<file path="config.mk">
export PLATFORM = sky130hd
export DESIGN_NAME = strided_slice_select_flat
export DESIGN_NICKNAME = d
export VERILOG_FILES = /design/src/rtl/slc_pkg.sv /design/src/rtl/slc_in_if.sv /design/src/rtl/slc_out_if.sv /design/src/rtl/slc_cfg.sv /design/src/rtl/slc_dim.sv /design/src/rtl/strided_slice_select.sv /design/src/flat_wrapper.sv
export SDC_FILE = /design/constraint.sdc
export NUM_CORES = 2
export LEC_CHECK = 0
export BUFFER_PORTS_ARGS = -buffer_cell sky130_fd_sc_hd__buf_2
export CORE_MARGIN = 10
export CORE_UTILIZATION = 51
export CTS_BUF_LIST = sky130_fd_sc_hd__clkbuf_16
export DETAILED_ROUTE_END_ITERATION = 8
export PLACE_DENSITY = 0.63
export SKIP_CTS_REPAIR_TIMING = 1
export SLEW_MARGIN = 10
export SYNTH_ARGS = -nofsm -noshare
export SYNTH_HDL_FRONTEND = slang
export SYNTH_HIERARCHICAL = 1
export SYNTH_SLANG_ARGS = --single-unit
</file>
<file path="constraint.sdc">
create_clock -name i_clk -period 17.69 [get_ports i_clk]
set_clock_uncertainty 0.15 [all_clocks]
set_input_delay 3.538 -clock i_clk [delete_from_list [all_inputs] [get_ports i_clk]]
set_output_delay 3.538 -clock i_clk [all_outputs]
set_load 0.02 [all_outputs]
</file>
<file path="src/rtl/slc_pkg.sv">
`timescale 1ns / 1ps
// ----------------------------------------------------------------------------
// slc_pkg
// Shared register indexes and status types for the strided slice selector.
// ----------------------------------------------------------------------------
package slc_pkg;

    localparam int CFG_IDX_W = 3;

    typedef enum logic [CFG_IDX_W-1:0] {
        REG_IN_ROWS   = 3'd0,
        REG_IN_COLS   = 3'd1,
        REG_ROW_START = 3'd2,
        REG_ROW_STEP  = 3'd3,
        REG_ROW_END   = 3'd4,
        REG_COL_START = 3'd5,
        REG_COL_STEP  = 3'd6,
        REG_COL_END   = 3'd7
    } t_cfg_reg;

    // Per-dimension decision for the element now being looked at.
    typedef struct packed {
        logic ok;    // slice settings of this dimension are valid
        logic past;  // coordinate has reached the resolved start
        logic hit;   // coordinate is a selected index
        logic last;  // selected index is the final one of the dimension
    } t_dim_stat;

endpackage

</file>
<file path="src/rtl/slc_in_if.sv">
`timescale 1ns / 1ps
// ----------------------------------------------------------------------------
// slc_in_if
// Element stream channel: valid/ready handshake with one tensor element.
// ----------------------------------------------------------------------------
interface slc_in_if #(
    parameter int DATA_WIDTH = 32
);
    logic                  valid;
    logic                  ready;
    logic [DATA_WIDTH-1:0] element_value;

    modport source (output valid, output element_value, input ready);
    modport sink   (input valid, input element_value, output ready);
endinterface

</file>
<file path="src/rtl/slc_out_if.sv">
`timescale 1ns / 1ps
// ----------------------------------------------------------------------------
// slc_out_if
// Result stream channel: valid/ready handshake with a selected element.
// ----------------------------------------------------------------------------
interface slc_out_if #(
    parameter int DATA_WIDTH = 32
);
    logic                  valid;
    logic                  ready;
    logic [DATA_WIDTH-1:0] picked_value;
    logic                  last_of_slice;
    logic                  bad_config;

    modport source (output valid, output picked_value, output last_of_slice,
                    output bad_config, input ready);
    modport sink   (input valid, input picked_value, input last_of_slice,
                    input bad_config, output ready);
endinterface

</file>
<file path="src/rtl/slc_cfg.sv">
`timescale 1ns / 1ps
// ----------------------------------------------------------------------------
// slc_cfg
// Configuration register file: sizes and slice triples of both dimensions.
// ----------------------------------------------------------------------------
module slc_cfg
    import slc_pkg::*;
#(
    parameter int DIM_WIDTH = 16
) (
    input  logic                        i_clk,
    input  logic                        i_rst_n,
    input  logic                        i_cfg_we,
    input  logic [CFG_IDX_W-1:0]        i_cfg_idx,
    input  logic [DIM_WIDTH:0]          i_cfg_data,
    output logic [DIM_WIDTH-1:0]        o_in_rows,
    output logic [DIM_WIDTH-1:0]        o_in_cols,
    output logic signed [DIM_WIDTH:0]   o_row_start,
    output logic [DIM_WIDTH-1:0]        o_row_step,
    output logic signed [DIM_WIDTH:0]   o_row_end,
    output logic signed [DIM_WIDTH:0]   o_col_start,
    output logic [DIM_WIDTH-1:0]        o_col_step,
    output logic signed [DIM_WIDTH:0]   o_col_end
);

    logic [DIM_WIDTH-1:0]      r_in_rows, r_in_cols, r_row_step, r_col_step;
    logic signed [DIM_WIDTH:0] r_row_start, r_row_end, r_col_start, r_col_end;

    always_ff @(posedge i_clk) begin
        if (!i_rst_n) begin
            r_in_rows   <= DIM_WIDTH'(1);
            r_in_cols   <= DIM_WIDTH'(1);
            r_row_start <= '0;
            r_row_step  <= '0;
            r_row_end   <= '0;
            r_col_start <= '0;
            r_col_step  <= '0;
            r_col_end   <= '0;
        end else if (i_cfg_we) begin
            case (i_cfg_idx)
                REG_IN_ROWS:   r_in_rows   <= i_cfg_data[DIM_WIDTH-1:0];
                REG_IN_COLS:   r_in_cols   <= i_cfg_data[DIM_WIDTH-1:0];
                REG_ROW_START: r_row_start <= i_cfg_data;
                REG_ROW_STEP:  r_row_step  <= i_cfg_data[DIM_WIDTH-1:0];
                REG_ROW_END:   r_row_end   <= i_cfg_data;
                REG_COL_START: r_col_start <= i_cfg_data;
                REG_COL_STEP:  r_col_step  <= i_cfg_data[DIM_WIDTH-1:0];
                REG_COL_END:   r_col_end   <= i_cfg_data;
                default: ;
            endcase
        end
    end

    assign o_in_rows   = r_in_rows;
    assign o_in_cols   = r_in_cols;
    assign o_row_start = r_row_start;
    assign o_row_step  = r_row_step;
    assign o_row_end   = r_row_end;
    assign o_col_start = r_col_start;
    assign o_col_step  = r_col_step;
    assign o_col_end   = r_col_end;

endmodule

</file>
<file path="src/rtl/slc_dim.sv">
`timescale 1ns / 1ps
// ----------------------------------------------------------------------------
// slc_dim
// One dimension of the slice: resolves the triple, decides whether the
// current coordinate is selected and computes the next phase and pick count.
// ----------------------------------------------------------------------------
module slc_dim
    import slc_pkg::*;
#(
    parameter int DIM_WIDTH = 16
) (
    input  logic [DIM_WIDTH-1:0]      i_size,
    input  logic signed [DIM_WIDTH:0] i_start,
    input  logic [DIM_WIDTH-1:0]      i_step,
    input  logic signed [DIM_WIDTH:0] i_end,
    input  logic [DIM_WIDTH-1:0]      i_pos,
    input  logic [DIM_WIDTH-1:0]      i_phase,
    input  logic [DIM_WIDTH-1:0]      i_pick,
    output t_dim_stat                 o_stat,
    output logic [DIM_WIDTH-1:0]      o_phase_nx,
    output logic [DIM_WIDTH-1:0]      o_pick_nx
);

    localparam int SW = DIM_WIDTH + 2;       // signed working width of bounds
    localparam int PW = 2 * DIM_WIDTH + 1;   // product plus two steps

    logic                   w_all_zero;
    logic signed [SW-1:0]   w_size, w_s, w_e, w_s_adj, w_e_adj, w_span_full, w_pos;
    logic [DIM_WIDTH-1:0]   w_step_eff;
    logic [DIM_WIDTH-1:0]   w_span;
    logic [2*DIM_WIDTH-1:0] w_prod;
    logic [PW-1:0]          w_next_end, w_after_end;
    logic [DIM_WIDTH:0]     w_phase_inc;
    logic                   w_ok, w_past, w_in_range, w_hit;

    assign w_all_zero = (i_start == '0) && (i_step == '0) && (i_end == '0);
    assign w_size     = signed'({2'b00, i_size});
    assign w_pos      = signed'({2'b00, i_pos});
    assign w_s        = signed'({i_start[DIM_WIDTH], i_start});
    assign w_e        = w_all_zero ? w_size : signed'({i_end[DIM_WIDTH], i_end});

    // Negative bounds count back from the dimension size.
    assign w_s_adj = w_s[SW-1] ? (w_s + w_size) : w_s;
    assign w_e_adj = w_e[SW-1] ? (w_e + w_size) : w_e;

    // The all-zero triple and an invalid zero step both run with stride one.
    assign w_step_eff = (i_step == '0) ? DIM_WIDTH'(1) : i_step;

    assign w_ok = (i_size != '0) && ((i_step != '0) || w_all_zero) && !w_s_adj[SW-1]
                  && (w_s_adj <= w_e_adj) && (w_e_adj <= w_size);

    // Under valid settings the span lies in 0 .. size.
    assign w_span_full = w_e_adj - w_s_adj;
    assign w_span      = w_span_full[DIM_WIDTH-1:0];

    // pick < floor(span/step) holds exactly when (pick+1)*step <= span.
    assign w_prod      = i_pick * w_step_eff;
    assign w_next_end  = PW'(w_prod) + PW'(w_step_eff);
    assign w_after_end = w_next_end + PW'(w_step_eff);
    assign w_in_range  = w_next_end <= PW'(w_span);

    assign w_past = w_pos >= w_s_adj;
    assign w_hit  = w_ok && w_past && (i_phase == '0) && w_in_range;

    assign w_phase_inc = {1'b0, i_phase} + (DIM_WIDTH+1)'(1);

    always_comb begin
        o_phase_nx = i_phase;
        if (w_past) begin
            o_phase_nx = (w_phase_inc >= {1'b0, w_step_eff}) ? '0
                                                             : w_phase_inc[DIM_WIDTH-1:0];
        end
    end

    assign o_pick_nx = w_hit ? (i_pick + DIM_WIDTH'(1)) : i_pick;

    assign o_stat.ok   = w_ok;
    assign o_stat.past = w_past;
    assign o_stat.hit  = w_hit;
    assign o_stat.last = w_after_end > PW'(w_span);

endmodule

</file>
<file path="src/rtl/strided_slice_select.sv">
`timescale 1ns / 1ps
// ----------------------------------------------------------------------------
// strided_slice_select
// Streams a row-major rank-2 tensor and forwards the elements of a strided
// slice, marking the final selected element.
// ----------------------------------------------------------------------------
// The block takes one element per clock and keeps that rate indefinitely
// while the result side accepts; an element is first held in the input
// register and then moves to the result register once the result slot is
// free. The clock period is set by the per-dimension check that multiplies
// the pick count by the step and compares the result against the slice
// span. Write the slice settings only while no element is in flight; the
// coordinate counters run on across setting changes and wrap to the origin
// after the last element of a tensor.
// With invalid settings every element yields a result with bad_config set.
// ----------------------------------------------------------------------------
module strided_slice_select
    import slc_pkg::*;
#(
    parameter int DATA_WIDTH = 32,
    parameter int DIM_WIDTH  = 16
) (
    input  logic                 i_clk,
    input  logic                 i_rst_n,
    input  logic                 i_cfg_we,
    input  logic [CFG_IDX_W-1:0] i_cfg_idx,
    input  logic [DIM_WIDTH:0]   i_cfg_data,
    slc_in_if.sink               i_elem,
    slc_out_if.source            o_pick
);

    logic [DIM_WIDTH-1:0]      w_in_rows, w_in_cols, w_row_step, w_col_step;
    logic signed [DIM_WIDTH:0] w_row_start, w_row_end, w_col_start, w_col_end;

    logic [DIM_WIDTH-1:0]  r_row_pos, r_col_pos, r_row_phase, r_col_phase;
    logic [DIM_WIDTH-1:0]  r_row_pick, r_col_pick;
    logic [DIM_WIDTH-1:0]  n_row_pos, n_col_pos, n_row_phase, n_col_phase;
    logic [DIM_WIDTH-1:0]  n_row_pick, n_col_pick;
    logic [DIM_WIDTH-1:0]  w_row_phase_nx, w_col_phase_nx, w_row_pick_nx, w_col_pick_nx;
    logic [DIM_WIDTH:0]    w_row_pos_inc, w_col_pos_inc;

    logic                  r_in_valid;
    logic [DATA_WIDTH-1:0] r_in_data;
    logic                  r_out_valid, r_out_last, r_out_bad;
    logic [DATA_WIDTH-1:0] r_out_data;

    t_dim_stat w_row_stat, w_col_stat;
    logic      w_good, w_produce, w_out_free, w_adv, w_in_xfer;

    slc_cfg #(.DIM_WIDTH(DIM_WIDTH)) u_cfg (
        .i_clk       (i_clk),
        .i_rst_n     (i_rst_n),
        .i_cfg_we    (i_cfg_we),
        .i_cfg_idx   (i_cfg_idx),
        .i_cfg_data  (i_cfg_data),
        .o_in_rows   (w_in_rows),
        .o_in_cols   (w_in_cols),
        .o_row_start (w_row_start),
        .o_row_step  (w_row_step),
        .o_row_end   (w_row_end),
        .o_col_start (w_col_start),
        .o_col_step  (w_col_step),
        .o_col_end   (w_col_end)
    );

    slc_dim #(.DIM_WIDTH(DIM_WIDTH)) u_row (
        .i_size     (w_in_rows),
        .i_start    (w_row_start),
        .i_step     (w_row_step),
        .i_end      (w_row_end),
        .i_pos      (r_row_pos),
        .i_phase    (r_row_phase),
        .i_pick     (r_row_pick),
        .o_stat     (w_row_stat),
        .o_phase_nx (w_row_phase_nx),
        .o_pick_nx  (w_row_pick_nx)
    );

    slc_dim #(.DIM_WIDTH(DIM_WIDTH)) u_col (
        .i_size     (w_in_cols),
        .i_start    (w_col_start),
        .i_step     (w_col_step),
        .i_end      (w_col_end),
        .i_pos      (r_col_pos),
        .i_phase    (r_col_phase),
        .i_pick     (r_col_pick),
        .o_stat     (w_col_stat),
        .o_phase_nx (w_col_phase_nx),
        .o_pick_nx  (w_col_pick_nx)
    );

    // Handshake: the held element moves on whenever the result slot is free.
    assign w_out_free   = !r_out_valid || o_pick.ready;
    assign w_adv        = r_in_valid && w_out_free;
    assign i_elem.ready = !r_in_valid || w_adv;
    assign w_in_xfer    = i_elem.valid && i_elem.ready;

    assign w_good    = w_row_stat.ok && w_col_stat.ok;
    assign w_produce = !w_good || (w_row_stat.hit && w_col_stat.hit);

    assign w_row_pos_inc = {1'b0, r_row_pos} + (DIM_WIDTH+1)'(1);
    assign w_col_pos_inc = {1'b0, r_col_pos} + (DIM_WIDTH+1)'(1);

    // Column counters step every element; row counters step at end of a row.
    always_comb begin
        n_row_pos   = r_row_pos;
        n_row_phase = r_row_phase;
        n_row_pick  = r_row_pick;
        n_col_pos   = w_col_pos_inc[DIM_WIDTH-1:0];
        n_col_phase = w_col_phase_nx;
        n_col_pick  = w_col_pick_nx;
        if (w_col_pos_inc >= {1'b0, w_in_cols}) begin
            n_col_pos   = '0;
            n_col_phase = '0;
            n_col_pick  = '0;
            if (w_row_pos_inc >= {1'b0, w_in_rows}) begin
                n_row_pos   = '0;
                n_row_phase = '0;
                n_row_pick  = '0;
            end else begin
                n_row_pos   = w_row_pos_inc[DIM_WIDTH-1:0];
                n_row_phase = w_row_phase_nx;
                n_row_pick  = w_row_pick_nx;
            end
        end
    end

    always_ff @(posedge i_clk) begin
        if (!i_rst_n) begin
            r_in_valid  <= 1'b0;
            r_out_valid <= 1'b0;
            r_row_pos   <= '0;
            r_col_pos   <= '0;
            r_row_phase <= '0;
            r_col_phase <= '0;
            r_row_pick  <= '0;
            r_col_pick  <= '0;
        end else begin
            if (w_in_xfer) begin
                r_in_valid <= 1'b1;
            end else if (w_adv) begin
                r_in_valid <= 1'b0;
            end
            if (w_adv) begin
                r_out_valid <= w_produce;
                r_row_pos   <= n_row_pos;
                r_col_pos   <= n_col_pos;
                r_row_phase <= n_row_phase;
                r_col_phase <= n_col_phase;
                r_row_pick  <= n_row_pick;
                r_col_pick  <= n_col_pick;
            end else if (o_pick.ready) begin
                r_out_valid <= 1'b0;
            end
        end
    end

    always_ff @(posedge i_clk) begin
        if (w_in_xfer) begin
            r_in_data <= i_elem.element_value;
        end
        if (w_adv) begin
            r_out_data <= w_good ? r_in_data : '0;
            r_out_last <= w_good && w_row_stat.last && w_col_stat.last;
            r_out_bad  <= !w_good;
        end
    end

    assign o_pick.valid         = r_out_valid;
    assign o_pick.picked_value  = r_out_data;
    assign o_pick.last_of_slice = r_out_last;
    assign o_pick.bad_config    = r_out_bad;

    // A flagged result never carries data or an end-of-slice mark.
    a_bad_is_clean: assert property (@(posedge i_clk) disable iff (!i_rst_n)
        (r_out_valid && r_out_bad) |-> (r_out_data == '0 && !r_out_last))
        else $error("bad_config result carries data or last mark");

    // A held element is not dropped while the result slot is blocked.
    a_hold_blocked: assert property (@(posedge i_clk) disable iff (!i_rst_n)
        (r_in_valid && r_out_valid && !o_pick.ready) |=> r_in_valid)
        else $error("held element lost while output stalled");

    // A transfer out of the result slot with nothing behind it empties the slot.
    a_out_drains: assert property (@(posedge i_clk) disable iff (!i_rst_n)
        (r_out_valid && o_pick.ready && !r_in_valid) |=> !r_out_valid)
        else $error("result repeated after its transfer");

    a_reset_empty: assert property (@(posedge i_clk)
        !i_rst_n |=> (!r_in_valid && !r_out_valid))
        else $error("pipeline not empty after reset");

endmodule
</file>
<file path="src/flat_wrapper.sv">
// flat-port wrapper written by rule: the top's interface ports become plain ports
module strided_slice_select_flat import slc_pkg::*;
#(
    parameter int DATA_WIDTH = 32,
    parameter int DIM_WIDTH  = 16
)
  (i_clk, i_rst_n, i_cfg_we, i_cfg_idx, i_cfg_data, i_elem_valid, i_elem_element_value, i_elem_ready, o_pick_valid, o_pick_picked_value, o_pick_last_of_slice, o_pick_bad_config, o_pick_ready);
  slc_in_if #(.DATA_WIDTH(DATA_WIDTH)) i_elem_i ();
  slc_out_if #(.DATA_WIDTH(DATA_WIDTH)) o_pick_i ();
  input  logic i_clk;
  input  logic i_rst_n;
  input  logic i_cfg_we;
  input  logic [CFG_IDX_W-1:0] i_cfg_idx;
  input  logic [DIM_WIDTH:0] i_cfg_data;
  input wire logic [$bits(i_elem_i.valid)-1:0] i_elem_valid;
  input wire logic [$bits(i_elem_i.element_value)-1:0] i_elem_element_value;
  output wire logic [$bits(i_elem_i.ready)-1:0] i_elem_ready;
  output wire logic [$bits(o_pick_i.valid)-1:0] o_pick_valid;
  output wire logic [$bits(o_pick_i.picked_value)-1:0] o_pick_picked_value;
  output wire logic [$bits(o_pick_i.last_of_slice)-1:0] o_pick_last_of_slice;
  output wire logic [$bits(o_pick_i.bad_config)-1:0] o_pick_bad_config;
  input wire logic [$bits(o_pick_i.ready)-1:0] o_pick_ready;
  assign i_elem_i.valid = i_elem_valid;
  assign i_elem_i.element_value = i_elem_element_value;
  assign i_elem_ready = i_elem_i.ready;
  assign o_pick_valid = o_pick_i.valid;
  assign o_pick_picked_value = o_pick_i.picked_value;
  assign o_pick_last_of_slice = o_pick_i.last_of_slice;
  assign o_pick_bad_config = o_pick_i.bad_config;
  assign o_pick_i.ready = o_pick_ready;
  strided_slice_select #(.DATA_WIDTH(DATA_WIDTH), .DIM_WIDTH(DIM_WIDTH)) u_core (.i_clk(i_clk), .i_rst_n(i_rst_n), .i_cfg_we(i_cfg_we), .i_cfg_idx(i_cfg_idx), .i_cfg_data(i_cfg_data), .i_elem(i_elem_i), .o_pick(o_pick_i));
endmodule
</file>
Yosys cells after proc, flatten, opt, wreduce, memory -nomap -nowiden
Index checks and enable logic that the tools add are counted.
Storage, ports and cells
  register bits after elaboration: 296
  logic and storage cells: 149
  output and inout bits: 36
Operators by class
  muxes and demuxes: 24
  eq/ne operators: 7
  multipliers: 2
  $add $sub $neg: 16
  reductions and logical operators: 66
  magnitude comparators: 14
Operators with widths (number)
  16-bit two-way mux: 14
  18-bit two-way mux: 6
  16-bit by 1-bit adder with 17-bit output (second input constant): 4
  17-bit by 16-bit greater-or-equal comparator with 1-bit output: 4
  17-bit logical NOT: 4
  32-bit by 16-bit adder with 33-bit output: 2
  33-bit by 16-bit adder with 33-bit output: 2
  33-bit by 16-bit > comparator with 1-bit output: 2
  33-bit by 16-bit less-or-equal comparator with 1-bit output: 2
  16-bit logical NOT: 4
  16-bit by 16-bit multiplier with 32-bit output: 2
  16-bit nonzero test: 4
  17-bit by 17-bit adder with 18-bit output: 2
  18-bit by 17-bit adder with 18-bit output: 2
  17-bit by 18-bit greater-or-equal comparator with 1-bit output: 2
  18-bit by 17-bit less-or-equal comparator with 1-bit output: 2
  18-bit less-or-equal comparator: 2
  16-bit by 1-bit adder with 16-bit output (second input constant): 2
  16-bit subtractor: 2
  1-bit logical AND: 24
  2-bit AND reduction: 11
  3-bit equality test (second input constant): 4
  2-bit nonzero test: 6
  3-bit by 2-bit equality test with 1-bit output (second input constant): 2
  other kinds (6): 18

Logic depth before layout (Yosys ltp)
  word-level depth: 15
  mapped depth: 41

Modules after synthesis
The synthesis kept the hierarchy.
By module, submodules not included
  slc_dim at u_core.u_col: sequential area each 0.0 sq um, cells an instance 2123, times used 1, area each 16634.7 sq um
  slc_dim at u_core.u_row: sequential area each 0.0 sq um, cells an instance 2127, times used 1, area each 16607.2 sq um
  strided_slice_select: sequential area each 3943.8 sq um, cells an instance 759, times used 1, area each 7478.4 sq um
  slc_cfg: sequential area each 2642.5 sq um, cells an instance 455, times used 1, area each 4779.6 sq um

Worst setup path before layout
No wires, ideal clock.
  path kind: reg2reg
  start: reg u_core.r_row_pick[9]
  end: reg u_core.r_out_last (netlist: u_core/o_pick.last_of_slice), data pin
  data required time: 17.287 ns
  stages on the path, launching flop included: 36
  setup slack: 9.202 ns
  data arrival time: 8.086 ns
  clock period less this slack: 8.488 ns
  path buffers: 2
  cell sequence: dfxtp_1 -> clkbuf_1 -> buf_1 -> nand2_1 -> fa_1 -> fa_1 -> fa_1 -> fa_1 -> inv_1 -> fa_1 -> inv_1 -> fa_1 -> inv_1 -> ha_1 -> and3_1 -> a221oi_4 -> o31ai_1 -> xor2_1 -> ha_1 -> a21oi_1 -> nor2_1 -> nor2_1 -> nand2_1 -> xor2_1 -> ha_1 -> nand2_1 -> nor4_1 -> a2111oi_0 -> o21ai_0 -> o221ai_1 -> o221a_2 -> o2111a_1 -> o211ai_1 -> or4_1 -> nand2_1 -> nor2_1
RTL lines
  start, declared: line strided_slice_select.sv:36  | logic [DIM_WIDTH-1:0] r_row_pick, r_col_pick;
  start signal, assigned: line strided_slice_select.sv:150  | r_row_pick <= n_row_pick;
  end signal, assigned: line strided_slice_select.sv:164  | r_out_last <= w_good && w_row_stat.last && w_col_stat.last;
  end, declared: line strided_slice_select.sv:44  | logic r_out_valid, r_out_last, r_out_bad;

Worst setup path after layout
  start: reg u_core.u_cfg.r_row_end[9] (netlist: u_core/u_cfg/o_row_end[9])
  end: reg u_core.r_row_pick[15]
On the way
  cells in the longest elaborated chain, start to end: 13
  elaborated cells on any way between the ends: 19
  those cells by class: add/sub: 2; order compare: 3; mux: 2; reduce/logical: 12
RTL lines
  start, declared: line slc_cfg.sv:27  | logic signed [DIM_WIDTH:0] r_row_start, r_row_end, r_col_start, r_col_end;
  start signal, assigned: line slc_cfg.sv:45  | REG_ROW_END: r_row_end <= i_cfg_data;
  branches (longest 10 deep; another with 33-bit by 16-bit less-or-equal comparator with 1-bit output)
  1-bit logical AND *: line slc_dim.sv:63  | assign w_hit = w_ok && w_past && (i_phase == '0) && w_in_range;
  2-bit nonzero test (no line) *
  3-bit AND reduction (no line) *
Mark *: on every way between the ends.
A chain may end at the register's enable or synchronous reset.

==> metrics.md <==
| Metric | Value |
|---|---|
| Status | `complete, no violations` |
| Gr usage total | `24.9%` |
| CTS max path bufs | `3` |
| Final Hold Violating Endpoints | `0` |
| Initial antenna violation count | `0` |
| Die height | `319 µm` |
| PD cells | `42.1 mW/mm²` |
| Type of the worst setup path | `register to register` |
| Final core utilization | `54.2%` |
| RSZ-0062 raised after global routing | `false` |
| Pre-antenna DRT Iters | `6` |
| DRT iter0 DRCs | `2387` |
| R2R cell count | `33` |
| Post-DR wirelength/cell | `19.5 µm` |
| H-tree Lvls | `2` |
| Vias in the first global route | `37500` |
| Post-route ant nets | `0` |
| Storage cell area | `0.00659 mm²` |
| Slowest CP cell | `or4_1` |
| CTS tree | `done` |
| Worst vdd ir | `0.0658 mV` |
| Synth Area per Inst | `8.33 µm²` |
| Fillers | `8372` |
| TritonCTS buffer count | `36` |
| Root Driver | `clkbuf_16` |
| Die Area | `0.102 mm²` |
| Slew HR | `25.9%` |
| Gpl congestion | `0.909` |
| Hold crit path type | `register to register` |
| Area growth from synthesis to layout | `5.26%` |
| # DRC | `0` |
| Startpoint Class | `register` |
| Share of layout cells above drive strength 1 | `6.10%` |
| Global-route wire length before repair | `207000 µm` |
| Die width | `319 µm` |
| Mapped Cells | `5462` |
| Largest stage delay, worst path | `0.88 ns` |
| Largest net degree at the start of global routing | `90` |
| Worst-Skew Late Latency | `0.59 ns` |
| Final Routed Wirelength | `128000 µm` |
| Reg clk slew, reported paths | `0.06 ns` |
| Mapped Area | `0.0455 mm²` |
| Dpl cells | `6500` |
| Syn nets | `6527` |
| Hold Slack | `0.330 ns` |
| Final period utilization | `55.4%` |
| Max cap viols | `0` |
| Via count | `37500` |
| Measured slew at the worst slew-check pin | `1.11 ns` |
| Hold-critical path depth | `2` |
| F_max | `102 MHz` |
| Critical Path End Type | `register` |
| Final-stage net count | `6438` |
| Core footprint | `0.0884 mm²` |
| Final TNS setup | `0 ns` |
| Diodes inserted | `0` |
| Crit-path max FO | `16` |
| CP Data Arrival Time | `10.13 ns` |
| Clock sinks | `296` |
| Fin. max-slew vios | `0` |
| Via density | `5.72` |
| Ports | `93` |
| Std-Cell Rows | `109` |
| Minimum clock period | `9.81 ns` |
| Initial Utilization | `51.5%` |
| I/O Buffers | `92` |
| Detailed Place HPWL | `98600 µm` |
| Non-Filler Instances | `6560` |
| Leakage power | `24.3 nW` |
| Final setup viols | `0` |
| Critical Path RT | `18.01 ns` |
| Gr ovfl total | `0` |
| Area occupied by multi-input gates | `0.0348 mm²` |
| Warning count from the yosys run | `6` |
-- flip-flops by register name, summed over array words and instances (netlist names), 17 cells and up --
signal and count:
u_core/u_cfg/o_col_end 17, u_core/r_in_data 32, u_core/u_cfg/o_row_start 17, u_core/o_pick.picked_value 32, u_core/u_cfg/o_col_start 17, u_core/u_cfg/o_row_end 17
-- power breakdown --
| part | internal (mW) | total, mW | leakage [nW] | switching (mW) |
|---|---|---|---|---|
| clock network | 0.425 | 0.742 | 0.572 | 0.317 |
| registers | 0.710 | 0.726 | 2.51 | 0.0164 |
| logic | 0.190 | 0.549 | 21.2 | 0.359 |
| total | 1.32 | 2.02 | 24.3 | 0.693 |
-- through the flow --
step	area (µm²)	power, mW	setup WS [ns]
detailed placement	46700	1.28	8.06
global route	47900	2.12	7.30
global placement	46700	1.28	8.05
finish	47900	2.02	7.88
floorplan	45500	1.12	9.20
CTS	47900	2.04	7.95
-- per-layer routing --
layer	vias to the layer above	track usage, %	share of wire (%)
met5	-	0	0
met4	0	6.80	2.6
met2	901	43.3	49
li1	18100	-	-
met3	181	2.57	4.9
met1	18400	32.3	44
-- worst paths after layout --
path              slack [ns]                                   start                                endpoint
hold reg to reg         0.33  u_core/u_cfg/o_col_end[3]$_SDFFE_PN0P_  u_core/u_cfg/o_col_end[3]$_SDFFE_PN0P_
setup reg to reg        7.88  u_core/u_cfg/o_row_end[9]$_SDFFE_PN0P_      u_core/r_row_pick[15]$_SDFFE_PN0P_
hold / removal          0.33  u_core/u_cfg/o_col_end[3]$_SDFFE_PN0P_  u_core/u_cfg/o_col_end[3]$_SDFFE_PN0P_
setup / recovery        7.88  u_core/u_cfg/o_row_end[9]$_SDFFE_PN0P_      u_core/r_row_pick[15]$_SDFFE_PN0P_
-- layout by cell type, fill, tap and decap left out, types with 25 or more instances in the layout --
master and n:
nor4_1 57, buf_4 71, nand3_1 97, o211ai_1 25, or3_1 26, clkbuf_16 37, nor2b_1 68, xnor2_1 161
inv_1 767, a21o_1 133, o22ai_1 53, nand2b_1 43, and3_1 105, dfxtp_1 230, ha_1 578, xor2_1 87
buf_2 91, nor3_1 60, o21a_1 75, mux2i_1 138, o21ai_0 150, nand4_1 76, nor2_1 180, nand2_1 697
and2_1 249, a21oi_1 246, edfxtp_1 66, mux2_2 37, fa_1 430, o21bai_1 26
-- worst max-delay path, delay by kind of cell (launching register included) --
family | cells | cell delay [ns]
xor+xnor | 2 | 0.44
simple gates | 13 | 4.01
mux | 1 | 0.33
compound gates | 12 | 3.02
flops | 1 | 0.32
fa+ha+maj | 4 | 1.14
buf+inv | 1 | 0.26
-- cell type report --
class,count,area share [%]
flip-flops and latches,296,13.8
clock inverters,23,0.439
inverters,767,6.01
multi-input cells,4109,72.7
repair buffers,163,2.09
well taps,1165,3.04
clock buffers,37,1.93
No activity file was read; power rests on OpenSTA's default activity.
